File: config.mk
export PLATFORM = sky130hd
export DESIGN_NAME = variable_length_ring_allocator
export DESIGN_NICKNAME = d
export VERILOG_FILES = /design/src/vlra_pkg.sv /design/src/vlra_ram.sv /design/src/variable_length_ring_allocator.sv
export SDC_FILE = /design/constraint.sdc
export NUM_CORES = 1
export LEC_CHECK = 0
export BUFFER_PORTS_ARGS = -buffer_cell sky130_fd_sc_hd__buf_2
export CAP_MARGIN = 20
export CORE_MARGIN = 4
export CORE_UTILIZATION = 23
export CTS_BUF_LIST = sky130_fd_sc_hd__clkbuf_4 sky130_fd_sc_hd__clkbuf_8
export DETAILED_ROUTE_END_ITERATION = 12
export GPL_ROUTABILITY_DRIVEN = 0
export HOLD_SLACK_MARGIN = 0.03
export SLEW_MARGIN = 40
export SYNTH_ARGS = -nofsm -noshare
export SYNTH_HDL_FRONTEND = slang
export SYNTH_HIERARCHICAL = 1
export SYNTH_SLANG_ARGS = --single-unit
File: constraint.sdc
create_clock -name clk -period 12.7 [get_ports clk]
set_input_delay 1.905 -clock clk [delete_from_list [all_inputs] [get_ports clk]]
set_output_delay 1.905 -clock clk [all_outputs]
set_load 0.03 [all_outputs]
File: src/vlra_pkg.sv
// Shared request codes, status codes and sequencer states of the ring allocator.
package vlra_pkg;

  // Request kinds carried on req_type.
  localparam logic [2:0] REQ_ALLOC   = 3'd0;
  localparam logic [2:0] REQ_COMMIT  = 3'd1;
  localparam logic [2:0] REQ_ABANDON = 3'd2;
  localparam logic [2:0] REQ_LOCK    = 3'd3;
  localparam logic [2:0] REQ_DONE    = 3'd4;
  localparam logic [2:0] REQ_ABORT   = 3'd5;

  // Result status codes.
  localparam logic [2:0] ST_OK        = 3'd0;
  localparam logic [2:0] ST_INVALID   = 3'd1;
  localparam logic [2:0] ST_LOCKED    = 3'd2;
  localparam logic [2:0] ST_EMPTY     = 3'd3;
  localparam logic [2:0] ST_NOT_READY = 3'd4;
  localparam logic [2:0] ST_NO_SPACE  = 3'd5;
  localparam logic [2:0] ST_NO_SLOT   = 3'd6;
  localparam logic [2:0] ST_IGNORED   = 3'd7;

  // Sequencer states.
  typedef enum logic [3:0] {
    S_IDLE,
    S_EXEC,
    S_AL_HEAD,
    S_AL_LAST,
    S_AL_FIT,
    S_LK_READ,
    S_LK_CHECK,
    S_MOD,
    S_RESULT
  } state_t;

endpackage

File: src/vlra_ram.sv
// Generic single-write, single-read RAM with a registered read port.
module vlra_ram #(
  parameter int WIDTH = 16,
  parameter int DEPTH = 16,
  localparam int AW = $clog2(DEPTH)
) (
  input  logic             clk,
  input  logic             we,
  input  logic [AW-1:0]    waddr,
  input  logic [WIDTH-1:0] wdata,
  input  logic [AW-1:0]    raddr,
  output logic [WIDTH-1:0] rdata
);

  logic [WIDTH-1:0] mem [DEPTH];

  always_ff @(posedge clk) begin
    if (we) begin
      mem[waddr] <= wdata;
    end
    rdata <= mem[raddr];
  end

endmodule

File: src/variable_length_ring_allocator.sv
// Top level of the variable-length ring allocator: sequencer, state registers and APB registers.
//
// This block keeps a byte area as a ring of contiguous variable-length buffers, tracked by a
// ring of descriptor slots from the head (oldest) to the tail (next free). It takes one request
// at a time on the input channel and answers each with exactly one result on the output
// channel; the next request is accepted while the previous result still waits to be taken.
// A request is carried out by a small sequencer that drives one shared compare-and-subtract
// unit and one read port of the descriptor memories (offset, length and ready flag, each a
// registered-read RAM). Every request passes through the accepting idle state, an execute
// state and the result state; commit, abandon, done without release and ignored requests need
// nothing more. Done with release and abort add the slot wrap step. Allocate goes straight to
// the result when rejected early, to the fit state and the slot wrap step on an empty ring,
// and otherwise reads the head and newest descriptors before the fit state, plus the slot wrap
// step when it succeeds. Lock goes straight to the result when refused, stops at its read state
// on an empty ring, else examines the head buffer; for every empty ready dummy it reaps at the
// head it takes the slot wrap step and reads the next head descriptor. The slot wrap step
// (advancing head or tail modulo the ring size) is done by repeated subtraction in the shared
// unit, which subtracts more than once only after descriptor_count was lowered while slots
// were in use. A result that cannot enter the output register because the previous result is
// still stalled there keeps the sequencer in its result state. The descriptor memories have no
// reset and need no clearing pass; the block accepts requests once reset has set it idle.
// Configuration (area_length at byte address 0, descriptor_count at byte address 4) must be
// written through the APB port only while idle; the block itself does not enforce this.
module variable_length_ring_allocator
  import vlra_pkg::*;
#(
  parameter int MAX_SLOTS = 16,
  parameter int unsigned AREA_BYTES = 65535
) (
  input  logic        clk,
  input  logic        rst,
  // Request channel.
  input  logic        in_valid,
  output logic        in_stall,
  input  logic [2:0]  req_type,
  input  logic [15:0] request_length,
  input  logic [3:0]  slot_index,
  input  logic [7:0]  consumer_count,
  // Result channel.
  output logic        out_valid,
  input  logic        out_stall,
  output logic [2:0]  status,
  output logic [3:0]  granted_slot,
  output logic [15:0] buffer_offset,
  output logic [15:0] buffer_length,
  output logic        ready_event,
  // Configuration port.
  input  logic        psel,
  input  logic        penable,
  input  logic        pwrite,
  input  logic [2:0]  paddr,
  input  logic [31:0] pwdata,
  output logic [31:0] prdata,
  output logic        pready
);

  // descriptor_count is 5 bits wide, so the ring never holds more than 31 slots.
  localparam int RMAX = (MAX_SLOTS < 31) ? MAX_SLOTS : 31;
  localparam int SW   = $clog2(RMAX);
  localparam int UW   = $clog2(RMAX + 1);

  // Configuration registers.
  logic [15:0] area_length;
  logic [4:0]  descriptor_count;

  // Sequencer and allocator state.
  state_t state, state_next;
  logic [SW-1:0] head, head_next;
  logic [SW-1:0] tail, tail_next;
  logic [UW-1:0] used, used_next;
  logic          lock_held, lock_held_next;
  logic [7:0]    pending_acks, pending_acks_next;

  // Latched request.
  logic [2:0]  rq_type, rq_type_next;
  logic [15:0] rq_len, rq_len_next;
  logic [3:0]  rq_idx, rq_idx_next;
  logic [7:0]  rq_cc, rq_cc_next;

  // Allocation work registers.
  logic [15:0] first_off, first_off_next;
  logic [15:0] last_off, last_off_next;
  logic [16:0] newest_end, newest_end_next;

  // Slot wrap unit: the value being reduced, which pointer it updates, and where to go after.
  logic [4:0] mod_val, mod_val_next;
  logic       mod_head, mod_head_next;
  logic       mod_lock, mod_lock_next;

  // Result being built.
  logic [2:0]  res_status, res_status_next;
  logic [3:0]  res_slot, res_slot_next;
  logic [15:0] res_off, res_off_next;
  logic [15:0] res_len, res_len_next;
  logic        res_ev, res_ev_next;

  // Descriptor memory ports.
  logic [SW-1:0] rd_addr, wr_addr;
  logic          off_we, len_we, rdy_we;
  logic [15:0]   off_wdata, len_wdata, rd_off, rd_len;
  logic          rdy_wdata, rd_rdy;

  // Derived values.
  logic [15:0]   alen;
  logic [4:0]    ring;
  logic [SW-1:0] last_slot;
  logic [UW-1:0] used_dec;
  logic [7:0]    pend_dec;
  logic          alloc_bad, ring_full, idx_bad, idx_is_last, used_zero;
  logic          in_order, fits, wrap_ok, place_ok, mod_ge, reap, out_load;
  logic [15:0]   bound, place_at;
  logic [17:0]   end_sum;
  logic          cfg_wr;

  // The area size is clamped to AREA_BYTES, the ring size to 1..RMAX.
  assign alen = ({16'd0, area_length} > 32'(AREA_BYTES)) ? 16'(AREA_BYTES) : area_length;
  assign ring = (descriptor_count == 5'd0) ? 5'd1 :
                ((descriptor_count > 5'(RMAX)) ? 5'(RMAX) : descriptor_count);

  assign last_slot   = (tail == '0) ? SW'(ring - 5'd1) : tail - 1'b1;
  assign used_zero   = (used == '0);
  assign used_dec    = used_zero ? used : used - 1'b1;
  assign pend_dec    = (pending_acks != 8'd0) ? pending_acks - 8'd1 : 8'd0;
  assign alloc_bad   = (rq_len == 16'd0) || (rq_len > alen);
  assign ring_full   = (5'(used) >= ring);
  assign idx_bad     = (5'(rq_idx) >= ring);
  assign idx_is_last = (5'(rq_idx) == 5'(last_slot));

  // Placement after the newest buffer: the shared adder forms newest_end + length and compares
  // it with the end of the area (buffers in order) or with the oldest buffer (wrapped ring).
  assign in_order = (last_off >= first_off);
  assign bound    = in_order ? alen : first_off;
  assign end_sum  = {1'b0, newest_end} + 18'(rq_len);
  assign fits     = (end_sum <= {2'b00, bound});
  assign wrap_ok  = in_order && (first_off >= rq_len);
  assign place_ok = used_zero || fits || wrap_ok;
  assign place_at = (used_zero || !fits) ? 16'd0 : newest_end[15:0];

  assign mod_ge   = (mod_val >= ring);
  assign reap     = rd_rdy && (rd_len == 16'd0);
  assign out_load = (state == S_RESULT) && (!out_valid || !out_stall);

  assign in_stall = (state != S_IDLE);
  assign rd_addr  = (state == S_AL_HEAD) ? last_slot : head;

  // Next state of the sequencer.
  always_comb begin
    state_next = state;
    case (state)
      S_IDLE: begin
        if (in_valid) state_next = S_EXEC;
      end
      S_EXEC: begin
        case (rq_type)
          REQ_ALLOC: begin
            if (alloc_bad || ring_full) state_next = S_RESULT;
            else if (used_zero)         state_next = S_AL_FIT;
            else                        state_next = S_AL_HEAD;
          end
          REQ_LOCK: begin
            if (lock_held || rq_cc == 8'd0) state_next = S_RESULT;
            else                             state_next = S_LK_READ;
          end
          REQ_DONE: begin
            if (lock_held && pend_dec == 8'd0) state_next = S_MOD;
            else                               state_next = S_RESULT;
          end
          REQ_ABORT: begin
            if (lock_held) state_next = S_MOD;
            else           state_next = S_RESULT;
          end
          default: state_next = S_RESULT;
        endcase
      end
      S_AL_HEAD: state_next = S_AL_LAST;
      S_AL_LAST: state_next = S_AL_FIT;
      S_AL_FIT: begin
        if (place_ok) state_next = S_MOD;
        else          state_next = S_RESULT;
      end
      S_LK_READ: begin
        if (used_zero) state_next = S_RESULT;
        else           state_next = S_LK_CHECK;
      end
      S_LK_CHECK: begin
        if (reap) state_next = S_MOD;
        else      state_next = S_RESULT;
      end
      S_MOD: begin
        if (!mod_ge) state_next = mod_lock ? S_LK_READ : S_RESULT;
      end
      S_RESULT: begin
        if (out_load) state_next = S_IDLE;
      end
      default: state_next = S_IDLE;
    endcase
  end

  // Register updates and memory controls for each sequencer state.
  always_comb begin
    head_next         = head;
    tail_next         = tail;
    used_next         = used;
    lock_held_next    = lock_held;
    pending_acks_next = pending_acks;
    rq_type_next      = rq_type;
    rq_len_next       = rq_len;
    rq_idx_next       = rq_idx;
    rq_cc_next        = rq_cc;
    first_off_next    = first_off;
    last_off_next     = last_off;
    newest_end_next   = newest_end;
    mod_val_next      = mod_val;
    mod_head_next     = mod_head;
    mod_lock_next     = mod_lock;
    res_status_next   = res_status;
    res_slot_next     = res_slot;
    res_off_next      = res_off;
    res_len_next      = res_len;
    res_ev_next       = res_ev;
    wr_addr           = tail;
    off_we            = 1'b0;
    len_we            = 1'b0;
    rdy_we            = 1'b0;
    off_wdata         = place_at;
    len_wdata         = rq_len;
    rdy_wdata         = 1'b0;

    case (state)
      S_IDLE: begin
        if (in_valid) begin
          rq_type_next    = req_type;
          rq_len_next     = request_length;
          rq_idx_next     = slot_index;
          rq_cc_next      = consumer_count;
          res_status_next = ST_IGNORED;
          res_slot_next   = 4'd0;
          res_off_next    = 16'd0;
          res_len_next    = 16'd0;
          res_ev_next     = 1'b0;
        end
      end
      S_EXEC: begin
        case (rq_type)
          REQ_ALLOC: begin
            if (alloc_bad)      res_status_next = ST_INVALID;
            else if (ring_full) res_status_next = ST_NO_SLOT;
          end
          REQ_COMMIT: begin
            if (idx_bad) begin
              res_status_next = ST_INVALID;
            end else begin
              wr_addr         = SW'(rq_idx);
              rdy_we          = 1'b1;
              rdy_wdata       = 1'b1;
              res_status_next = ST_OK;
              res_ev_next     = 1'b1;
            end
          end
          REQ_ABANDON: begin
            if (idx_bad) begin
              res_status_next = ST_INVALID;
            end else if (used_zero) begin
              res_status_next = ST_IGNORED;
            end else if (idx_is_last) begin
              // Roll back the newest buffer.
              tail_next       = last_slot;
              used_next       = used_dec;
              res_status_next = ST_OK;
            end else begin
              // An older buffer becomes an empty ready dummy for lock to reap.
              wr_addr         = SW'(rq_idx);
              len_we          = 1'b1;
              len_wdata       = 16'd0;
              rdy_we          = 1'b1;
              rdy_wdata       = 1'b1;
              res_status_next = ST_OK;
            end
          end
          REQ_LOCK: begin
            if (lock_held)              res_status_next = ST_LOCKED;
            else if (rq_cc == 8'd0)     res_status_next = ST_INVALID;
          end
          REQ_DONE: begin
            if (lock_held) begin
              pending_acks_next = pend_dec;
              res_status_next   = ST_OK;
              if (pend_dec == 8'd0) begin
                lock_held_next = 1'b0;
                used_next      = used_dec;
                mod_val_next   = 5'(head) + 5'd1;
                mod_head_next  = 1'b1;
                mod_lock_next  = 1'b0;
              end
            end
          end
          REQ_ABORT: begin
            if (lock_held) begin
              pending_acks_next = 8'd0;
              lock_held_next    = 1'b0;
              used_next         = used_dec;
              mod_val_next      = 5'(head) + 5'd1;
              mod_head_next     = 1'b1;
              mod_lock_next     = 1'b0;
              res_status_next   = ST_OK;
            end
          end
          default: ;
        endcase
      end
      S_AL_HEAD: begin
        first_off_next = rd_off;
      end
      S_AL_LAST: begin
        last_off_next   = rd_off;
        newest_end_next = {1'b0, rd_off} + {1'b0, rd_len};
      end
      S_AL_FIT: begin
        if (place_ok) begin
          off_we          = 1'b1;
          len_we          = 1'b1;
          rdy_we          = 1'b1;
          res_status_next = ST_OK;
          res_slot_next   = 4'(tail);
          res_off_next    = place_at;
          used_next       = used + 1'b1;
          mod_val_next    = 5'(tail) + 5'd1;
          mod_head_next   = 1'b0;
          mod_lock_next   = 1'b0;
        end else begin
          res_status_next = ST_NO_SPACE;
        end
      end
      S_LK_READ: begin
        if (used_zero) res_status_next = ST_EMPTY;
      end
      S_LK_CHECK: begin
        if (reap) begin
          used_next     = used_dec;
          mod_val_next  = 5'(head) + 5'd1;
          mod_head_next = 1'b1;
          mod_lock_next = 1'b1;
        end else if (!rd_rdy) begin
          res_status_next = ST_NOT_READY;
        end else begin
          res_status_next   = ST_OK;
          res_off_next      = rd_off;
          res_len_next      = rd_len;
          lock_held_next    = 1'b1;
          pending_acks_next = rq_cc;
        end
      end
      S_MOD: begin
        if (mod_ge) begin
          mod_val_next = mod_val - ring;
        end else if (mod_head) begin
          head_next = SW'(mod_val);
        end else begin
          tail_next = SW'(mod_val);
        end
      end
      default: ;
    endcase
  end

  always_ff @(posedge clk) begin
    if (rst) begin
      state        <= S_IDLE;
      head         <= '0;
      tail         <= '0;
      used         <= '0;
      lock_held    <= 1'b0;
      pending_acks <= 8'd0;
      out_valid    <= 1'b0;
    end else begin
      state        <= state_next;
      head         <= head_next;
      tail         <= tail_next;
      used         <= used_next;
      lock_held    <= lock_held_next;
      pending_acks <= pending_acks_next;
      if (out_load)        out_valid <= 1'b1;
      else if (!out_stall) out_valid <= 1'b0;
    end
  end

  always_ff @(posedge clk) begin
    rq_type    <= rq_type_next;
    rq_len     <= rq_len_next;
    rq_idx     <= rq_idx_next;
    rq_cc      <= rq_cc_next;
    first_off  <= first_off_next;
    last_off   <= last_off_next;
    newest_end <= newest_end_next;
    mod_val    <= mod_val_next;
    mod_head   <= mod_head_next;
    mod_lock   <= mod_lock_next;
    res_status <= res_status_next;
    res_slot   <= res_slot_next;
    res_off    <= res_off_next;
    res_len    <= res_len_next;
    res_ev     <= res_ev_next;
    if (out_load) begin
      status        <= res_status;
      granted_slot  <= res_slot;
      buffer_offset <= res_off;
      buffer_length <= res_len;
      ready_event   <= res_ev;
    end
  end

  // Configuration registers; the word address selects the register.
  assign cfg_wr = psel && penable && pwrite && pready;
  assign pready = 1'b1;
  assign prdata = paddr[2] ? {27'd0, descriptor_count} : {16'd0, area_length};

  always_ff @(posedge clk) begin
    if (rst) begin
      area_length      <= 16'd65535;
      descriptor_count <= 5'd16;
    end else if (cfg_wr) begin
      if (paddr[2]) descriptor_count <= pwdata[4:0];
      else          area_length      <= pwdata[15:0];
    end
  end

  // Descriptor stores: one RAM per field, sharing the read and write addresses.
  vlra_ram #(.WIDTH(16), .DEPTH(RMAX)) u_off_ram (
    .clk   (clk),
    .we    (off_we),
    .waddr (wr_addr),
    .wdata (off_wdata),
    .raddr (rd_addr),
    .rdata (rd_off)
  );

  vlra_ram #(.WIDTH(16), .DEPTH(RMAX)) u_len_ram (
    .clk   (clk),
    .we    (len_we),
    .waddr (wr_addr),
    .wdata (len_wdata),
    .raddr (rd_addr),
    .rdata (rd_len)
  );

  vlra_ram #(.WIDTH(1), .DEPTH(RMAX)) u_rdy_ram (
    .clk   (clk),
    .we    (rdy_we),
    .waddr (wr_addr),
    .wdata (rdy_wdata),
    .raddr (rd_addr),
    .rdata (rd_rdy)
  );

endmodule
=== Yosys cells after proc, flatten, opt, wreduce, memory -nomap -nowiden ===
Memories as Yosys holds them, arrays and structs flattened. A register that Yosys moved wholly into a read port is not among the register bits.
Index checks and enable logic that the tools add are counted.

* Bits in registers: 215
* RAM bits: 528
* Bits of input ports: 73
* Output and inout port bits: 75
* Logic and storage cells: 279
* Memories kept: 3

{| class="wikitable"
|+ Memories
! name !! depth !! bits a word !! rd ports !! clocked after memory_dff !! wr ports !! RTL line !! source
|-
| u_len_ram.mem || 16 || 16 || 1 || 1 || 1 || vlra_ram.sv:15 || <nowiki>logic [WIDTH-1:0] mem [DEPTH];</nowiki>
|-
| u_off_ram.mem || 16 || 16 || 1 || 1 || 1 || vlra_ram.sv:15 ||
|-
| u_rdy_ram.mem || 16 || 1 || 1 || 1 || 1 || vlra_ram.sv:15 ||
|}

* Add/subtract/negate cells: 10
* Magnitude comparators: 8
* Equality and inequality tests: 42
* Multiplexer cells: 132
* Bitwise operators: 2
* Reduce and logical (&&, ||, !) cells: 53

{| class="wikitable"
|+ Operator list
! kind !! number
|-
| $mux W16 || 14
|-
| $mux W4 || 26
|-
| $mux W5 || 17
|-
| $pmux W16 S3 || 1
|-
| $mux W8 || 5
|-
| $mux W3 || 13
|-
| $pmux W4 S9 || 1
|-
| $ge A16 B16 Y1 || 2
|-
| $logic_not A16 Y1 || 2
|-
| $mux W1 || 32
|-
| $pmux W16 S2 || 1
|-
| $pmux W8 S2 || 2
|-
| $pmux W3 S5 || 2
|-
| $pmux W5 S3 || 2
|-
| $ne A2 B2 Y1 const B || 12
|-
| $pmux W4 S2 || 3
|-
| $ne A3 B3 Y1 const B || 7
|-
| $pmux W5 S4 || 1
|-
| $add A17 B16 Y18 || 1
|-
| $le A18 B16 Y1 || 1
|-
| $add A16 B16 Y17 || 1
|-
| $eq A4 B3 Y1 const B || 4
|-
| $gt A16 B16 Y1 || 1
|-
| $logic_not A8 Y1 || 2
|-
| 46 further kinds || 94
|}

=== Depth between registers and ports, before layout ===
* Depth in word-level cells: 13
* Depth in mapped cells: 22
* Depth with buffers taken out: 21

=== Cells and area by module ===
The synthesis kept the hierarchy.

{| class="wikitable"
|+ By module, submodules not included
! module !! times used !! cells an instance !! area each (um2) !! seq. area each (um2)
|-
| variable_length_ring_allocator || 1 || 1,200 || 12,483.2 || 5,975.7
|-
| vlra_ram at u_len_ram || 1 || 432 || 10,043.4 || 8,007.7
|-
| vlra_ram at u_off_ram || 1 || 432 || 10,042.1 || 8,007.7
|-
| vlra_ram at u_rdy_ram || 1 || 47 || 745.7 || 500.5
|}

=== Worst setup path after synthesis ===
OpenSTA, ideal clock, no wires.

* Path type: register to register
* Start: register first_off[11]
* End: memory u_len_ram.mem[0][0] (enable)
* Setup time: 409 ps
* Arrival time: 6,078 ps
* Required time: 12,291 ps
* Path slack: 6,213 ps
* Cell stages (with the launch flop): 23
* Buffers on the path: 1
* Clock period less this slack: 6,487 ps
* Cells stage by stage: edfxtp_1 inv_1 ha_1 a21oi_1 o21ai_1 a2111oi_0 o21ai_0 a221oi_1 clkbuf_1 nor2_1 a21oi_1 ha_1 a211oi_2 nor2_1 a2111o_1 a221oi_2 a41oi_1 a211o_4 nor2_2 o21ai_0 nand2_1 or3b_2 nor3_1

* Word-level cells in the longest chain between the ends: 9
* Elaborated cells between the ends (all ways): 11
* Classes of those cells: 3 x order compare; 5 x mux; 3 x reduce/logical

{| class="wikitable"
|+ Ends and longest elaborated chain
! what !! RTL line !! source
|-
| start, declared || variable_length_ring_allocator.sv:81 || <nowiki>logic [15:0] first_off, first_off_next;</nowiki>
|-
| start signal, assigned || variable_length_ring_allocator.sv:392 || <nowiki>first_off <= first_off_next;</nowiki>
|-
| $ge A16 B16 Y1 || variable_length_ring_allocator.sv:131 || <nowiki>assign in_order = (last_off >= first_off);</nowiki>
|-
| $mux W16 || variable_length_ring_allocator.sv:132 || <nowiki>assign bound = in_order ? alen : first_off;</nowiki>
|-
| $le A18 B16 Y1 || variable_length_ring_allocator.sv:134 || <nowiki>assign fits = (end_sum <= {2'b00, bound});</nowiki>
|-
| $logic_or A1 B1 Y1 || variable_length_ring_allocator.sv:136 || <nowiki>assign place_ok = used_zero || fits || wrap_ok;</nowiki>
|-
| $logic_or A1 B1 Y1 * || variable_length_ring_allocator.sv:136 ||
|-
| $mux W1 * || variable_length_ring_allocator.sv:319 || <nowiki>if (place_ok) begin</nowiki>
|-
| $pmux W1 S2 * || variable_length_ring_allocator.sv:229 || <nowiki>case (state)</nowiki>
|-
| net len_we || variable_length_ring_allocator.sv:99 || <nowiki>logic off_we, len_we, rdy_we;</nowiki>
|-
| $mux W1 * || vlra_ram.sv:18 || <nowiki>if (we) begin</nowiki>
|-
| $mux W1 (implied by the code) * || vlra_ram.sv:19 || <nowiki>mem[waddr] <= wdata;</nowiki>
|-
| end, declared || vlra_ram.sv:15 ||
|}

The timed path passes the listed nets; every way through them passes the cells marked *.

=== Worst setup path in the final report ===
* Start: register first_off[9]
* End: memory u_len_ram.mem[12][14] (enable)

Same word-level chain as after synthesis.

==> results.toml <==
[run_status]
status = "completed"

[global_routing]
grt_overflow = 0
antenna_found_initial = 4
grt_use_total_pct = 11.1
first_global_vias = 19800
grt_max_degree = 82
grt_pass1_wl_um = 128000

[yosys]
yosys_warnings = 6
ys_types = 79
synth_cells = 2111
synth-edff-count = 695
syn_area_per_cell_um2 = 15.8
synth_flop_cell = "edfxtp_1"
netlist.top_cell.by_area = "edfxtp_1"
synth_top_area_share_pct = 62.6
syn-cell-area_mm2 = 0.0333
ys_top_cells_by_area = "edfxtp_1 63%, mux4_2 7.3%, dfxtp_1 4.9%"
ys_ff_latch = 776
synthArstFlopShare_pct = 0
synth_seq_area_share_pct = 67.5

[timing]
finalCritPeriodShare_pct = 57.7
setup_ws_ns = 5.38
hold_violations = 0
relSlewSlack_pct = 43.2
slew_violations = 0
setup_tns_ns = 0
clock_skew_ns = 0.0367
whs_ns = 0.414
rsz0062_at_grt = "false"
timing.fmax_ghz = 0.137
finalSetupViolCount = 0
layout_min_cycle_time_ns = 7.32
tightest_slew_ns = 0.847

[route]
post_drt_via_cell_ratio = 4.50
ant_nets = 0
drt_iter0_drc = 1821
wl_per_cell_um = 19.6
post-route-drc-count = 0
num_vias = 19500
drt_wl_total_um = 85400
drt-pass1-iter-count = 5

[clock_tree]
cts_buffers = 135
htree_levels = 4
cts_buffer_depth = 3
cts_tree = "yes"
clk_latency_ns = 0.78
ctsResizeCount = 0
postCtsSetupBuffers = 0
clk_pin_slew_ns = 0.06
clock_sinks = 776
cts_root_buf = "clkbuf_8"
cts_hold_buf = 0

[worst_setup_path]
cp.required_ns = 13.15
path_cells = "inv_1 > ha_1 > a21oi_1 > o21ai_1 > a2111oi_0 > o21ai_0 > a221oi_4 > buf_4 > nor2_1 > a21oi_1 > ha_1 > a21oi_1 > o21ai_0 > a2111o_1 > a221oi_2 > a41oi_1 > a211o_4 > nor2_2 > o21ai_0 > nand2_1 > nand3_1 > nor3_2 > buf_4"
crit_slowest_cell = "nor3_2"
cp_max_fo = 33
worstSetupEndpointType = "register"
cp-start-kind = "register"
crit_type = "reg -> reg"
crit_buf_inv = 3
crit_family = "compound AO/OA/AOI/OAI gates"
arrival_ns = 7.77
cp_slowest_stage_delay_ns = 0.69

[pwr]
clkPwrFrac_pct = 28.9
p_sw_mw = 2.77
vdd_ir_drop_max_v = 0.000119
pwr-share-seq_pct = 43.4
powerDensity_mw_per_mm2 = 209
p_comb_share_pct = 27.6
p_leak_nw = 13.4
p_int_mw = 5.46
swShare_pct = 33.7
power_mw = 8.23

[finish]
final_cells = 4347
drive_above_1_share_pct = 23.7
syn2layout_area_growth_pct = 18.2
fin_nets = 2530
final_area_mm2 = 0.0394
fillers = 14500
final_util_pct = 27.4

[placement]
port_buffers = 112
post_dp_cell_area_mm2 = 0.0365
dp.final_hpwl_um = 55500
placed_cells = 4101
pre_cts_ws_ns = 5.40

[die]
rows = 139
io-pin-count = 148
fp.dieW_um = 389
die-area_mm2 = 0.151
coreArea_mm2 = 0.144
start_util_pct = 23.2
fp.dieH_um = 389

[run]
drv_cap = 0

[min_path]
hold_class = "reg -> reg"
## state kept, by name, indices dropped and copies added (netlist names), 5 cells and up
| register | count |
|---|---|
| mod_val | 5 |
| u_off_ram/mem | 256 |
| u_len_ram/mem | 256 |
| u_off_ram/rdata | 16 |
| res_len | 16 |
| rq_len | 16 |
| used | 5 |
| rq_cc | 8 |
| pending_acks | 8 |
| buffer_offset | 16 |
| descriptor_count | 5 |
| buffer_length | 16 |
| newest_end | 17 |
| res_off | 16 |
| u_rdy_ram/mem | 16 |
| u_len_ram/rdata | 16 |
| alen | 16 |
| last_off | 16 |
| first_off | 16 |
## final cells by class
| cell class | count | area, um2 | share of cell area, % |
|---|---|---|---|
| Clock inverter | 52 | 520 | 1.32 |
| Sequential cell | 776 | 22500 | 57.1 |
| Antenna cell | 3 | 7.51 | 0.0191 |
| Inverter | 86 | 323 | 0.820 |
| Timing Repair Buffer | 171 | 1050 | 2.66 |
| Multi-Input combinational cell | 1166 | 10300 | 26.1 |
| Tap cell | 1903 | 2380 | 6.05 |
| Clock buffer | 190 | 2330 | 5.91 |
## metal layers
metal	track usage (%)	wire [um]	vias to the layer above
met5	0	0	-
met4	3.95	2480	0
met3	2.37	5490	179
met2	18.8	42000	727
met1	14.1	35300	9880
li1	-	-	8759
## synth_stat cells (11+ instances only)
cell type and count:
a211o_1 19, a211oi_1 15, a21o_1 22, a21oi_1 106, a22oi_1 69, a32o_1 17
and2_1 21, and3_1 27, buf_4 24, clkbuf_1 51, dfxtp_1 81, edfxtp_1 695
ha_1 117, inv_1 84, mux2i_1 11, mux4_1 24, mux4_2 108, nand2_1 106
nand2b_1 19, nand3_1 30, nand4_1 14, nor2_1 148, nor2b_1 18, nor3_1 38
nor4_1 12, o21ai_0 52, xnor2_1 28, xor2_1 16
## layout by cell type, fill, tap and decap left out, types with 51 or more instances in the layout
| cell | count |
|---|---|
| nor2_1 | 123 |
| mux4_2 | 108 |
| buf_2 | 111 |
| a21oi_1 | 96 |
| inv_1 | 84 |
| clkbuf_8 | 144 |
| buf_4 | 56 |
| edfxtp_1 | 695 |
| ha_1 | 117 |
| nand2_1 | 106 |
| o21ai_0 | 51 |
| a22oi_1 | 69 |
| dfxtp_1 | 81 |
## final timing paths
| check | from | end | slack (ns) | depth (start not counted) |
|---|---|---|---|---|
| worst max register to register | first_off[9] | u_len_ram/mem[12][14] | 5.38 | 23 |
| worst min register to register | res_len[11] | buffer_length[11] | 0.41 | 0 |
| worst min-delay path | res_len[11] | buffer_length[11] | 0.41 | 0 |
| worst max-delay path | first_off[9] | u_len_ram/mem[12][14] | 5.38 | 23 |
## cells by family (layout without fill, tap and decap cells)
logic type      Yosys count  count (layout)  synth area share (%)
buf+inv                 184             499                  2.55
compound gates          374             374                  7.71
mux                     151             151                  9.79
flops                   776             776                  67.5
simple gates            459             459                  6.62
fa+ha+maj               121             121                  4.63
other cells               2              20                0.0225
xor+xnor                 44              44                  1.16
## power by group through the flow
stage                     sequential, mW  combinational [mW]  clock, mW
after floorplan                     3.46                1.62          0
after CTS                           3.58                2.27       2.44
after global placement              3.63                2.22          0
final                               3.58                2.27       2.38
after detailed placement            3.62                2.26          0
after global routing                3.59                2.51       2.57
Note: power is estimated with default switching activity, not from simulation.
